===== src/rtl/core/skht_pkg.sv =====
`timescale 1ns / 1ps

package skht_pkg;

  localparam int TABLE_SIZE_DEF    = 256;
  localparam int MAX_KEY_CHARS_DEF = 49;

  localparam int CFG_W    = 9;
  localparam int CHAR_W   = 8;
  localparam int VALUE_W  = 32;
  localparam int STATUS_W = 3;
  localparam int HASH_W   = 32;

  localparam logic [CFG_W-1:0]  CFG_SLOTS_RESET = 9'd256;
  localparam logic [HASH_W-1:0] HASH_MULT       = 32'd31;

  typedef enum logic [STATUS_W-1:0] {
    STAT_OK           = 3'd0,
    STAT_ABSENT_EMPTY = 3'd1,
    STAT_ABSENT_SWEEP = 3'd2,
    STAT_FULL         = 3'd3,
    STAT_TOO_LONG     = 3'd4
  } status_t;

  typedef enum logic [2:0] {
    S_CLEAR,
    S_IDLE,
    S_MOD,
    S_READ,
    S_META,
    S_CMP,
    S_COPY
  } state_t;

  typedef struct packed {
    logic              go;
    logic [HASH_W-1:0] dividend;
  } mod_req_t;

endpackage


===== src/rtl/core/skht_mod.sv =====
`timescale 1ns / 1ps

module skht_mod #(
  parameter int DIV_W = 9
) (
  input  logic               clk,
  input  logic               rst_n,
  input  skht_pkg::mod_req_t req,
  input  logic [DIV_W-1:0]   divisor,
  output logic               done,
  output logic [DIV_W-1:0]   remainder
);

  import skht_pkg::*;

  localparam int STEP_W = $clog2(HASH_W);

  logic              run_r, run_nxt;
  logic              done_r, done_nxt;
  logic [STEP_W-1:0] cnt_r, cnt_nxt;
  logic [HASH_W-1:0] dvd_r, dvd_nxt;
  logic [DIV_W-1:0]  dvs_r, dvs_nxt;
  logic [DIV_W-1:0]  rem_r, rem_nxt;

  logic [DIV_W:0]    shifted;
  logic [DIV_W:0]    dvs_ext;
  logic [DIV_W:0]    trial;
  logic [DIV_W-1:0]  rem_step;

  always_comb begin
    shifted  = {rem_r, dvd_r[HASH_W-1]};
    dvs_ext  = {1'b0, dvs_r};
    trial    = shifted - dvs_ext;
    rem_step = (shifted >= dvs_ext) ? trial[DIV_W-1:0] : shifted[DIV_W-1:0];

    run_nxt  = run_r;
    done_nxt = 1'b0;
    cnt_nxt  = cnt_r;
    dvd_nxt  = dvd_r;
    dvs_nxt  = dvs_r;
    rem_nxt  = rem_r;

    if (req.go) begin
      run_nxt = 1'b1;
      cnt_nxt = '0;
      dvd_nxt = req.dividend;
      dvs_nxt = divisor;
      rem_nxt = '0;
    end else if (run_r) begin
      rem_nxt = rem_step;
      dvd_nxt = {dvd_r[HASH_W-2:0], 1'b0};
      cnt_nxt = cnt_r + STEP_W'(1);
      if (cnt_r == STEP_W'(HASH_W - 1)) begin
        run_nxt  = 1'b0;
        done_nxt = 1'b1;
      end
    end
  end

  always_ff @(posedge clk) begin
    if (!rst_n) begin
      run_r  <= 1'b0;
      done_r <= 1'b0;
      cnt_r  <= '0;
    end else begin
      run_r  <= run_nxt;
      done_r <= done_nxt;
      cnt_r  <= cnt_nxt;
    end
    dvd_r <= dvd_nxt;
    dvs_r <= dvs_nxt;
    rem_r <= rem_nxt;
  end

  assign done      = done_r;
  assign remainder = rem_r;

endmodule


===== config.mk =====
export PLATFORM = sky130hd
export DESIGN_NAME = skht_mod
export DESIGN_NICKNAME = d
export VERILOG_FILES = /design/src/rtl/core/skht_pkg.sv /design/src/rtl/core/skht_mod.sv
export SDC_FILE = /design/constraint.sdc
export NUM_CORES = 1
export LEC_CHECK = 0
export BUFFER_PORTS_ARGS = -buffer_cell sky130_fd_sc_hd__buf_4
export CAP_MARGIN = 20
export CORE_ASPECT_RATIO = 0.5
export CORE_MARGIN = 3
export CORE_UTILIZATION = 59
export CTS_CLUSTER_SIZE = 8
export DETAILED_ROUTE_END_ITERATION = 8
export GPL_ROUTABILITY_DRIVEN = 0
export PLACE_DENSITY = 0.94
export RECOVER_POWER = 50
export SLEW_MARGIN = 20
export SYNTH_ARGS = -nofsm -noshare
export SYNTH_HDL_FRONTEND = slang
export SYNTH_SLANG_ARGS = --single-unit

===== constraint.sdc =====
create_clock -name clk -period 4.1 [get_ports clk]
set_input_delay 0.205 -clock clk [delete_from_list [all_inputs] [get_ports clk]]
set_output_delay 0.205 -clock clk [all_outputs]
set_load 0.1 [all_outputs]

==> impl_results.md <==
* VDD IR max at 0.000360 V
* Post CTS Setup Buffer Count at 0
* Min Clock Period, post-route at 2.95 ns
* Largest net degree at the start of global routing at 54
* NumNets Final at 326
* Critical path class: primary input to flip-flop
* Outcome: complete, but fails checks
* Simple-gate share of the synthesized area at 9.19%
* Top cell type by total area after synthesis: edfxtp_1
* Warnings from Yosys at 0
* IO Port Bufs at 53
* CTS buffer count at 9
* Area Growth Syn to Fin at 22.9%
* Clock power frac at 37.7%
* CTS resizes at 0
* Critical Path, Cell by Cell: clkbuf_1 -> or2_2
* Commonest cells in the netlist: edfxtp_1 (41), mux2_2 (32), nor2_1 (17)
* Top Ports at 54
* Grt ovf at 0
* Cell count after synthesis at 216
* Largest family of logic cells by synthesized area: multiplexers
* Combinational power share at 19.6%
* H-tree depth at 3
* Hold_buf cts at 0
* FP Rows at 16
* Critical path's largest stage delay at 1.82 ns
* Top-count cell post-synth: edfxtp_1
* Max layer used: met4
* Hpwl dp at 3.67 mm
* Starting DRT DRC Count at 73
* Max-Cap Viols at 1
* Fraction of synthesized area in multiplexers at 15.4%
* Compound-cell area share of the yosys netlist at 8.79%
* Synth cell types at 41
* Die area at 5640 µm²
* # DRC at 0
* Failing checks: capacitance limit, slew limit
* Avg Cell Area, Syn at 12.9 µm²
* Static Leak at 1.40 nW
* Starting Density at 66.4%
* Critical path arrival at 2.90 ns
* Antenna cell count at 0
* Post-Syn Area at 2790 µm²
* Ys async rst share at 0%
* Fin util at 81.6%
* Filler cell count at 239
* Slew margin rel. at -74.8%
* Worst path slowest cell: clkbuf_1
* M1 wire length at 2.27 mm
* All-Layer GR Usage at 21.8%
* PwrDens at 482 nW/µm²
* Chip height at 54.6 µm
* First-pass GRT wire length at 9.03 mm
* CTS tree: yes
* Clock root buffer: clkbuf_8
* Crit path buf inv count at 1
* Final Setup Violations at 0
* First drt pass iteration count at 4
* Met2 routed WL at 2.81 mm
* Setup Total Neg Slack at 0 ns
* CP endpoint kind: flip-flop
* Adder-cell share of the synthesized area at 5.65%
* Ratio of cells with drive above 1 in the final layout at 35.6%
* Clk_skew at 0.00805 ns
* Initial antenna violation count at 0
* Core ar. at 4200 µm²
* Post-synth EDFFs at 41
* Clk slew on worst S/H paths at 0.07 ns
* Synth Register Bits at 57
* Hold Crit Class: primary input to flip-flop
* Final Cycle Share at 71.9%
* Die W at 103 µm
* Xor/xnor cell area share of the yosys netlist at 2.20%
* Antenna viol nets, final at 0
* Mapped Nets at 272
* Top cells by area, synth: edfxtp_1 (44%), mux2_2 (13%), dfxtp_1 (11%)
* Routed via count at 1927
* Vias in the first global route at 1931
* Post-synthesis sequential area ratio at 55.6%
* Clock latency on the worst-skew pair at 0.33 ns
* CP required at 4.06 ns
* Fmax at 339 MHz
* WL final at 5.54 mm
* Synth Flop Type: edfxtp_1
* Startpoint Class: primary input
* Crit path max fanout at 53
* TritonCTS Sinks at 57
* Clock tree buffer depth at 2
* Top cell type's share of synthesized area at 44.1%
* Met3 routed WL at 317 µm
* Internal power at 1.21 mW
* RSZ-0062 raised after global routing: no
* Reg power frac at 42.7%
* Worst slew pin tran at 2.62 ns
* Hold Vio Cnt, Final at 0
* Final Slew Violations at 54
* Family with the most delay on the worst path: buffers and inverters
* Net Switching at 0.444 mW
* Wire per inst at 16.8 µm
* Via/cell ratio at 5.86
* Sw Ratio at 26.8%
flip-flops by register name (all words and copies together) (netlist names):
name	count
done	1
dvs_r	9
dvd_r	32
remainder	9
run_r	1
cnt_r	5
through the flow:
stage	power (mW)	instance area, µm²	cells	setup slack (ns)	hold WS [ns]
4_1_cts	1.66	3450	329	1.42	0.0392
3_3_place_gp	1.02	3220	313	1.72	0.383
3_5_place_dp	1.04	3220	313	1.56	0.384
6_report	1.66	3430	329	1.15	0.0720
2_1_floorplan	0.949	2790	216	1.35	0.304
5_1_grt	1.72	3430	329	0.843	0.0519
cell families after synthesis:
kind of cell,Yosys count
fa+ha+maj,12
compound gates,32
flops,57
simple gates,46
xor+xnor,7
buf+inv,23
mux,39
cell usage in the layout, fill, tap and decap left out, drive strengths merged, types with 5 or more instances in the layout:
cell type and n:
mux2 32, nand2 8, xor2 5, ha 11
inv 13, nor2 17, buf 39, mux2i 7
edfxtp 41, dfxtp 16, clkbuf 24, a211oi 7
a21oi 7
power by group through the flow:
| stage | registers [mW] | clock network (mW) | logic [mW] |
|---|---|---|---|
| after global routing | 0.712 | 0.659 | 0.352 |
| final | 0.706 | 0.624 | 0.325 |
| after CTS | 0.707 | 0.630 | 0.326 |
| after floorplan | 0.768 | 0 | 0.181 |
| after detailed placement | 0.718 | 0 | 0.321 |
| after global placement | 0.715 | 0 | 0.306 |
routing by layer:
metal  vias to the layer above  GRT usage, %
li1                        917             -
met1                       921          26.0
met2                        69          37.2
met3                        20          7.12
met4                         0          9.46
met5                         -             0
layout make-up:
class	count	area [µm²]	share of cell area [%]
clock buffers	10	128	3.72
clock inverters	6	106	3.10
inverters	13	48.8	1.42
multi-input cells	136	1150	33.5
flip-flops and latches	57	1550	45.2
well taps	54	67.6	1.97
repair buffers	53	379	11.0
path summary, 6_finish.rpt:
path / startpoint / endpoint / slack, ns / depth (start not counted)
hold / removal: divisor[4] / dvs_r[4] / 0.07 / 1
setup / recovery: req[32] / dvd_r[12] / 1.15 / 2
setup reg to reg: dvd_r[31] / remainder[6] / 1.37 / 9
hold reg to reg: remainder[4] / remainder[5] / 0.53 / 2
Note: power is estimated with default switching activity, not from simulation.
