File: src/rtl/core/skht_ram.sv
`timescale 1ns / 1ps

module skht_ram #(
  parameter int WIDTH = 8,
  parameter int DEPTH = 16,
  localparam int AW = (DEPTH > 1) ? $clog2(DEPTH) : 1
) (
  input  logic             clk,
  input  logic             wr_en,
  input  logic [AW-1:0]    wr_addr,
  input  logic [WIDTH-1:0] wr_data,
  input  logic             rd_en,
  input  logic [AW-1:0]    rd_addr,
  output logic [WIDTH-1:0] rd_data
);

  logic [WIDTH-1:0] mem [DEPTH];

  always_ff @(posedge clk) begin
    if (wr_en) begin
      mem[wr_addr] <= wr_data;
    end
    if (rd_en) begin
      rd_data <= mem[rd_addr];
    end
  end

endmodule

File: config.mk
export PLATFORM = sky130hd
export DESIGN_NAME = skht_ram
export DESIGN_NICKNAME = d
export VERILOG_FILES = /design/src/rtl/core/skht_ram.sv
export SDC_FILE = /design/constraint.sdc
export NUM_CORES = 1
export LEC_CHECK = 0
export ABC_AREA = 1
export BUFFER_PORTS_ARGS = -buffer_cell sky130_fd_sc_hd__buf_2
export CAP_MARGIN = 20
export CELL_PAD_IN_SITES_DETAIL_PLACEMENT = 2
export CELL_PAD_IN_SITES_GLOBAL_PLACEMENT = 2
export CORE_UTILIZATION = 37
export DETAILED_ROUTE_END_ITERATION = 12
export MAX_ROUTING_LAYER = met4
export PLACE_DENSITY = 0.8
export REMOVE_ABC_BUFFERS = 1
export SYNTH_ARGS = -nofsm -noshare
export SYNTH_HDL_FRONTEND = slang
export SYNTH_SLANG_ARGS = --single-unit
File: constraint.sdc
create_clock -name clk -period 1.24 [get_ports clk]
set_clock_uncertainty 0.2 [all_clocks]
set_input_delay 0.062 -clock clk [delete_from_list [all_inputs] [get_ports clk]]
set_output_delay 0.062 -clock clk [all_outputs]
set_load 0.005 [all_outputs]
==> results of run 1 <==
[cells in the final DEF, fill, tap and decap left out]
| cell | instances |
|---|---|
| buf_12 | 6 |
| buf_2 | 26 |
| buf_4 | 25 |
| bufinv_16 | 3 |
| clkbuf_1 | 2 |
| clkbuf_16 | 17 |
| clkinv_1 | 6 |
| clkinv_2 | 3 |
| clkinvlp_4 | 1 |
| dlygate4sd3_1 | 10 |
| edfxtp_1 | 136 |
| inv_1 | 87 |
| inv_2 | 15 |
| nand2_1 | 163 |
| nand2_2 | 10 |
| nand3_1 | 56 |
| nand3_2 | 41 |
| nand3b_1 | 2 |
| nor2_1 | 17 |
[cells by family after synthesis]
logic type / share of synthesized area
buf+inv: 0.09394
flops: 0.6985
simple gates: 0.2076
[cells in the mapped netlist (all sizes together)]
cell type  number  area share
nand2         173        0.11
edfxtp        136        0.70
inv           102       0.065
nand3          97       0.083
buf            24       0.028
nor2           17       0.011
nand3b          2      0.0026
[through the flow]
step                      power (W)  setup slack (ns)
after floorplan            0.005578           -0.1426
after global placement     0.005955           -0.1927
after detailed placement   0.006024           -0.2823
after CTS                   0.01103           -0.1011
after global routing        0.01128           -0.1330
final                       0.01098           -0.1061
[tightest hold or removal path: cells and delay by family]
family                 cells  cell delay (ns)
buffers and inverters      2             0.30
AND/OR/NAND/NOR            3             0.21
[power breakdown]
part,leakage [nW],internal [W],switching [W]
clock,0.276,0.00310,0.00185
sequential,1.24,0.00518,0.0000383
combinational,1.60,0.000267,0.000544
[routing by layer]
metal | vias up | share of wire | routed length, um
met2 | 88 | 0.54 | 10020
met5 | - | 0 | 0
met3 | 36 | 0.033 | 611
met4 | 0 | 0.029 | 530
li1 | 1902 | - | -
met1 | 2184 | 0.40 | 7332
[worst max path at each step]
stage	startpoint	slack (ns)	end	cells past startpoint
final	mem[5][3]$_DFFE_PP_	-0.11	rd_data[3]$_DFFE_PP_	6
after global routing	mem[2][6]$_DFFE_PP_	-0.13	rd_data[6]$_DFFE_PP_	6
after CTS	mem[12][4]$_DFFE_PP_	-0.10	rd_data[4]$_DFFE_PP_	6
after detailed placement	rd_addr[0]	-0.28	rd_data[6]$_DFFE_PP_	8
after global placement	rd_addr[0]	-0.19	rd_data[0]$_DFFE_PP_	8
after floorplan	rd_addr[0]	-0.14	rd_data[2]$_DFFE_PP_	6
[flip-flops by register name (all words and copies together), names as in the netlist]
name and count:
mem 128, rd_data 8
[layout make-up]
type / instances / area, um2 / area share
clock inverter: 13 / 135.1 / 0.01856
inverter: 102 / 382.9 / 0.05259
timing repair buffer: 67 / 538.0 / 0.07390
multi-input combinational: 289 / 1444 / 0.1983
clock buffer: 19 / 432.9 / 0.05946
sequential: 136 / 4084 / 0.5609
tap: 211 / 264.0 / 0.03626
[repair_timing]
action	in CTS	in global routing
hold buffers	10	0
pin swaps	16	14
endpoints found under the hold margin	138	0
setup endpoints to repair	12	11
gates resized for setup	25	39
==> results.yml, run 1 <==
cells_and_area:
  final_nets: 632
  final_area_um2: 7281
  fin_cells: 837
  diodes: 0
  nFillCells: 1566
  final_util: 0.4754
  syn_to_final_growth_pct: 24.52
  drive_gt1_frac: 0.2348
logic_synthesis:
  netlist_area_um2: 5847
  ys_seq_elements: 136
  ys_seq_area_frac: 0.6985
  synth.distinct_cells: 11
  ys_warn_count: 0
  syn_inst: 551
  syn_area_per_cell_um2: 10.61
worst_setup_path:
  cp_slowest_cell: "edfxtp_1"
  cp.arrival_ns: 1.33
  crit_path_start_kind: "register"
  path_buf_inv: 1
  cpMostUsedCell: "nand3_2"
  crit-reg2reg-launch: "mem[5][3]$_DFFE_PP_"
  critical_path.cell_chain: "inv_1 -> nand2_2 -> nand3_2 -> nand3_2 -> nand3_2 -> nand2_1"
  critPathMaxFanout: 1
  cp.required_ns: 1.22
  crit_path_end_kind: "register"
  reg2reg_to: "rd_data[3]$_DFFE_PP_"
  critical_path_class: "register to register"
  max_stage_delay_ns: 0.40
  crit_family: "simple AND/OR/NAND/NOR gates"
  rrSetupSlack_ns: -0.11
  r2r_cells: 6
flow_run:
  maxCapViolCount: 0
routing:
  drc: 0
  drtPass1Iterations: 4
  via_per_inst: 5.030
  antenna_left: 0
  dr.first_iter.drc_count: 260
  vias: 4210
  routed_wl_um: 18500
  routedWlPerCell_um: 22.10
clock_tree:
  cts_tree: "yes"
  clkTransAtPathRegs_ns: 0.06
  cts_root_buffer: "clkbuf_16"
  h-tree-depth: 4
  clk_latency_ns: 0.43
  clock_sinks: 136
  clk_path_buf_depth: 2
  cts_buffers: 17
  postCtsSetupBuffers: 0
global_routing:
  grt.total_usage: 0.2506
  use_met3: 0.05801
  grt_pass1_vias: 4826
  grt_busiest_layer: "met2"
  gr-total-overflow: 0
  use_met1: 0.2723
  grt_antenna_before_repair: 0
  met2_usage: 0.4423
  grt_pass1_wl_um: 27940
  grt_start_max_net_pins: 45
sta:
  rsz0062_at_grt: "true"
  hold_viol: 0
  max_slew_margin: 0.6684
  layout_min_cycle_time_ns: 1.346
  period_share: 1.086
  hold_slack_ns: 0.04910
  max_freq_mhz: 742.9
  worst_pin_slew_ns: 0.4969
  fin_tns_setup_ns: -0.6679
  setup_viol: 11
  maxSlewViolCount: 0
  worst_slack_ns: -0.1061
floorplanning:
  row_count: 45
  die_y_um: 127.7
  ios: 27
  die_area_um2: 16310
  fp.dieW_um: 127.7
  start_util: 0.3818
  core_area_um2: 15310
run_status:
  violations: "setup timing"
  outcome: "finished, violations left"
power:
  ir_worst_vdd_uv: 1035
  leakagePower_nw: 3.107
  powerDensity_nw_per_um2: 1509
placement:
  io_buffers: 26
  dpl.hpwl_um: 12190
  gp_congestion: 0.7401
  dpl-instance-area_um2: 6382
  placed_cells: 795
worst_hold_path:
  min_to: "rd_data[1]$_DFFE_PP_"
  hp-class: "input pin to register"
  holdPathStages: 5
  hold_start: "rd_addr[2]"
Power figures use the tool's default switching activity.
==> run 2, diff against run 1 <==
ABC_AREA = unset   (was 1)
CORE_UTILIZATION = 40   (was 37)
PLACE_DENSITY = 0.74   (was 0.8)
clock period = 1.2 ns   (was 1.24 ns; I/O delays follow)
==> run 2 against run 1 <==
Critical path depth shrank 3. First-iteration DRC count is 6.5% lower. Die area is 17% lower. Synthesized area down 11%. Worst hold slack lost 0.054 ns. Largest cell class unchanged. Register-to-register slack got worse by 0.37 ns. Highest routed layer unchanged. Sequential share of layout area up 6.4 points. Cell count down 41%. Count of clock-buffer cells in the layout up 1. The flow finishes with violations (hold timing, setup timing).
==> results.yml, run 2 <==
run_status:
  outcome: "finished, violations left"
  violations: "hold timing, setup timing"
floorplanning:
  core_area_um2: 12670
  row_count: 41
  ios: 27
  die_area_um2: 13530
  start_util: 0.4126
  fp.dieW_um: 116.3
  die_y_um: 116.3
logic_synthesis:
  netlist_area_um2: 5228
  synth_top_area_frac: 0.7812
  ys_seq_area_frac: 0.7812
  netlist_top_cells_area: "edfxtp_1 78%, mux4_2 7.8%, mux4_1 7.0%"
  syn_inst: 229
  synth_edf_count: 136
  syn_area_per_cell_um2: 22.83
  ys_seq_elements: 136
  synth_top_cell_by_area: "edfxtp_1"
  synth.distinct_cells: 18
  synth.most_common_cell: "edfxtp_1"
  synth-async-reset-ratio: 0
  synth_ff_type: "edfxtp_1"
  ys_warn_count: 0
  synth_common_cells: "136 x edfxtp_1, 18 x mux4_2, 16 x a22oi_1"
sta:
  period_share: 1.397
  fin_tns_setup_ns: -3.668
  maxSlewViolCount: 0
  worst_pin_slew_ns: 0.9771
  rsz0062_at_grt: "true"
  hold_viol: 1
  hold_slack_ns: -0.005037
  layout_min_cycle_time_ns: 1.677
  setup_viol: 11
  max_freq_mhz: 596.4
  worst_slack_ns: -0.4769
  max_slew_margin: 0.3462
global_routing:
  gr-total-overflow: 0
  grt_pass1_wl_um: 20690
  grt_antenna_before_repair: 0
  grt_pass1_vias: 2943
  grt.total_usage: 0.2430
  grt_start_max_net_pins: 26
power:
  powerDensity_nw_per_um2: 1748
  finalPower_w: 0.01142
  leakagePower_nw: 2.211
  ir_worst_vdd_uv: 1146
placement:
  io_buffers: 26
  dp_slack_ns: -0.7607
  gp_congestion: 0.7061
  dpl.hpwl_um: 9085
  dpl-instance-area_um2: 5824
cells_and_area:
  final_area_um2: 6530
  syn_to_final_growth_pct: 24.92
  top_regs: "mem (128), rd_data (8)"
  diodes: 0
  largest_register_ffs: 128
  final_nets: 332
  final_cell_mix: "136 x edfxtp_1, 36 x buf_4, 31 x mux4_2"
  final_common_cell: "edfxtp_1"
  drive_gt1_frac: 0.4233
  largest-register: "mem"
clock_tree:
  postCtsSetupBuffers: 0
  cts_buffers: 17
  clkTransAtPathRegs_ns: 0.06
  clock_sinks: 136
  cts_root_buffer: "clkbuf_16"
  clk_latency_ns: 0.43
  clk_path_buf_depth: 2
  h-tree-depth: 4
  cts_tree: "yes"
worst_setup_path:
  max_stage_delay_ns: 0.53
  crit_family: "multiplexers"
  critical_path.cell_chain: "mux4_2 -> a22oi_2 -> nand2_1"
  critical_path_class: "register to register"
  r2r_cells: 3
  crit_path_end_kind: "register"
  cp.arrival_ns: 1.64
  rrSetupSlack_ns: -0.48
  critPathMaxFanout: 1
  path_buf_inv: 0
  cp_slowest_cell: "mux4_2"
  cp.required_ns: 1.16
  path_depth: 3
  crit_path_start_kind: "register"
worst_hold_path:
  holdPathStages: 3
  hp-class: "input pin to register"
routing:
  via_per_inst: 5.430
  drtPass1Iterations: 4
  routedWlPerCell_um: 28.32
  antenna_left: 0
  drc: 0
  vias: 2704
  routed_wl_um: 14100
  dr.first_iter.drc_count: 243
flow_run:
  maxCapViolCount: 0
-- run 2: cell count changes in the layout (fill, tap and decap cells not counted), sizes merged, moves of 4 or more --
cell   change
nand3     -96
nor3       +4
nand2    -164
inv      -102
nor2       -4
buf        +9
a22oi     +16
mux4      +32
-- run 2: repair_timing --
item                       CTS  global route
hold buffers                 9             0
gates resized for setup     25             3
hold endpoints to repair   136             0
pin swaps                   13             2
setup endpoints to repair   20            21
-- run 2: worst reg2reg max path: cells and delay by family (launching register included) --
kind	cells	cell delay [ns]
AOI/OAI and AO/OA	1	0.20
muxes	1	0.53
DFF	1	0.41
and+or+nand+nor	1	0.09
-- run 2: logic make-up after synthesis --
| group | Yosys count | synth area share |
|---|---|---|
| and+or+nand+nor | 35 | 0.03136 |
| muxes | 32 | 0.1479 |
| DFF | 136 | 0.7812 |
| AOI/OAI and AO/OA | 16 | 0.02298 |
| buffers and inverters | 10 | 0.01651 |
-- run 2: per-layer routing --
layer / vias to the layer above / GRT usage / share of wire
met3: 14 / 0.04878 / 0.043
met5: - / - / 0
met2: 95 / 0.3791 / 0.51
met1: 1459 / 0.3137 / 0.43
li1: 1136 / - / -
met4: 0 / 0.09744 / 0.017
-- run 2: area by class of cell --
cell class	instances	area (um2)
Fill cell	1121	6141
Sequential cell	136	4084
Multi-Input combinational cell	83	1076
Timing Repair Buffer	75	561.8
Clock buffer	20	436.7
Tap cell	172	215.2
Clock inverter	12	156.4
-- run 2: path summary, 6_finish.rpt --
| kind | start | end |
|---|---|---|
| worst min-delay path | wr_addr[1] | mem[0][3]$_DFFE_PP_ |
| worst max-delay path | mem[7][4]$_DFFE_PP_ | rd_data[4]$_DFFE_PP_ |
| worst max register to register | mem[7][4]$_DFFE_PP_ | rd_data[4]$_DFFE_PP_ |
| worst min register to register | mem[12][1]$_DFFE_PP_ | rd_data[1]$_DFFE_PP_ |
-- run 2: report_power, final --
group | leakage, nW | total (W) | switching [W] | internal [W]
clock | 0.294 | 0.00538 | 0.00194 | 0.00343
sequential | 1.24 | 0.00540 | 0.0000424 | 0.00536
combinational | 0.681 | 0.000641 | 0.000347 | 0.000295
-- run 2: metrics by stage --
stage / cells / util
finish: 498 / 0.5154
detailed placement: 457 / 0.4597
global placement: 457 / 0.4597
floorplan: 219 / -
global route: 498 / 0.5154
CTS: 498 / 0.5150
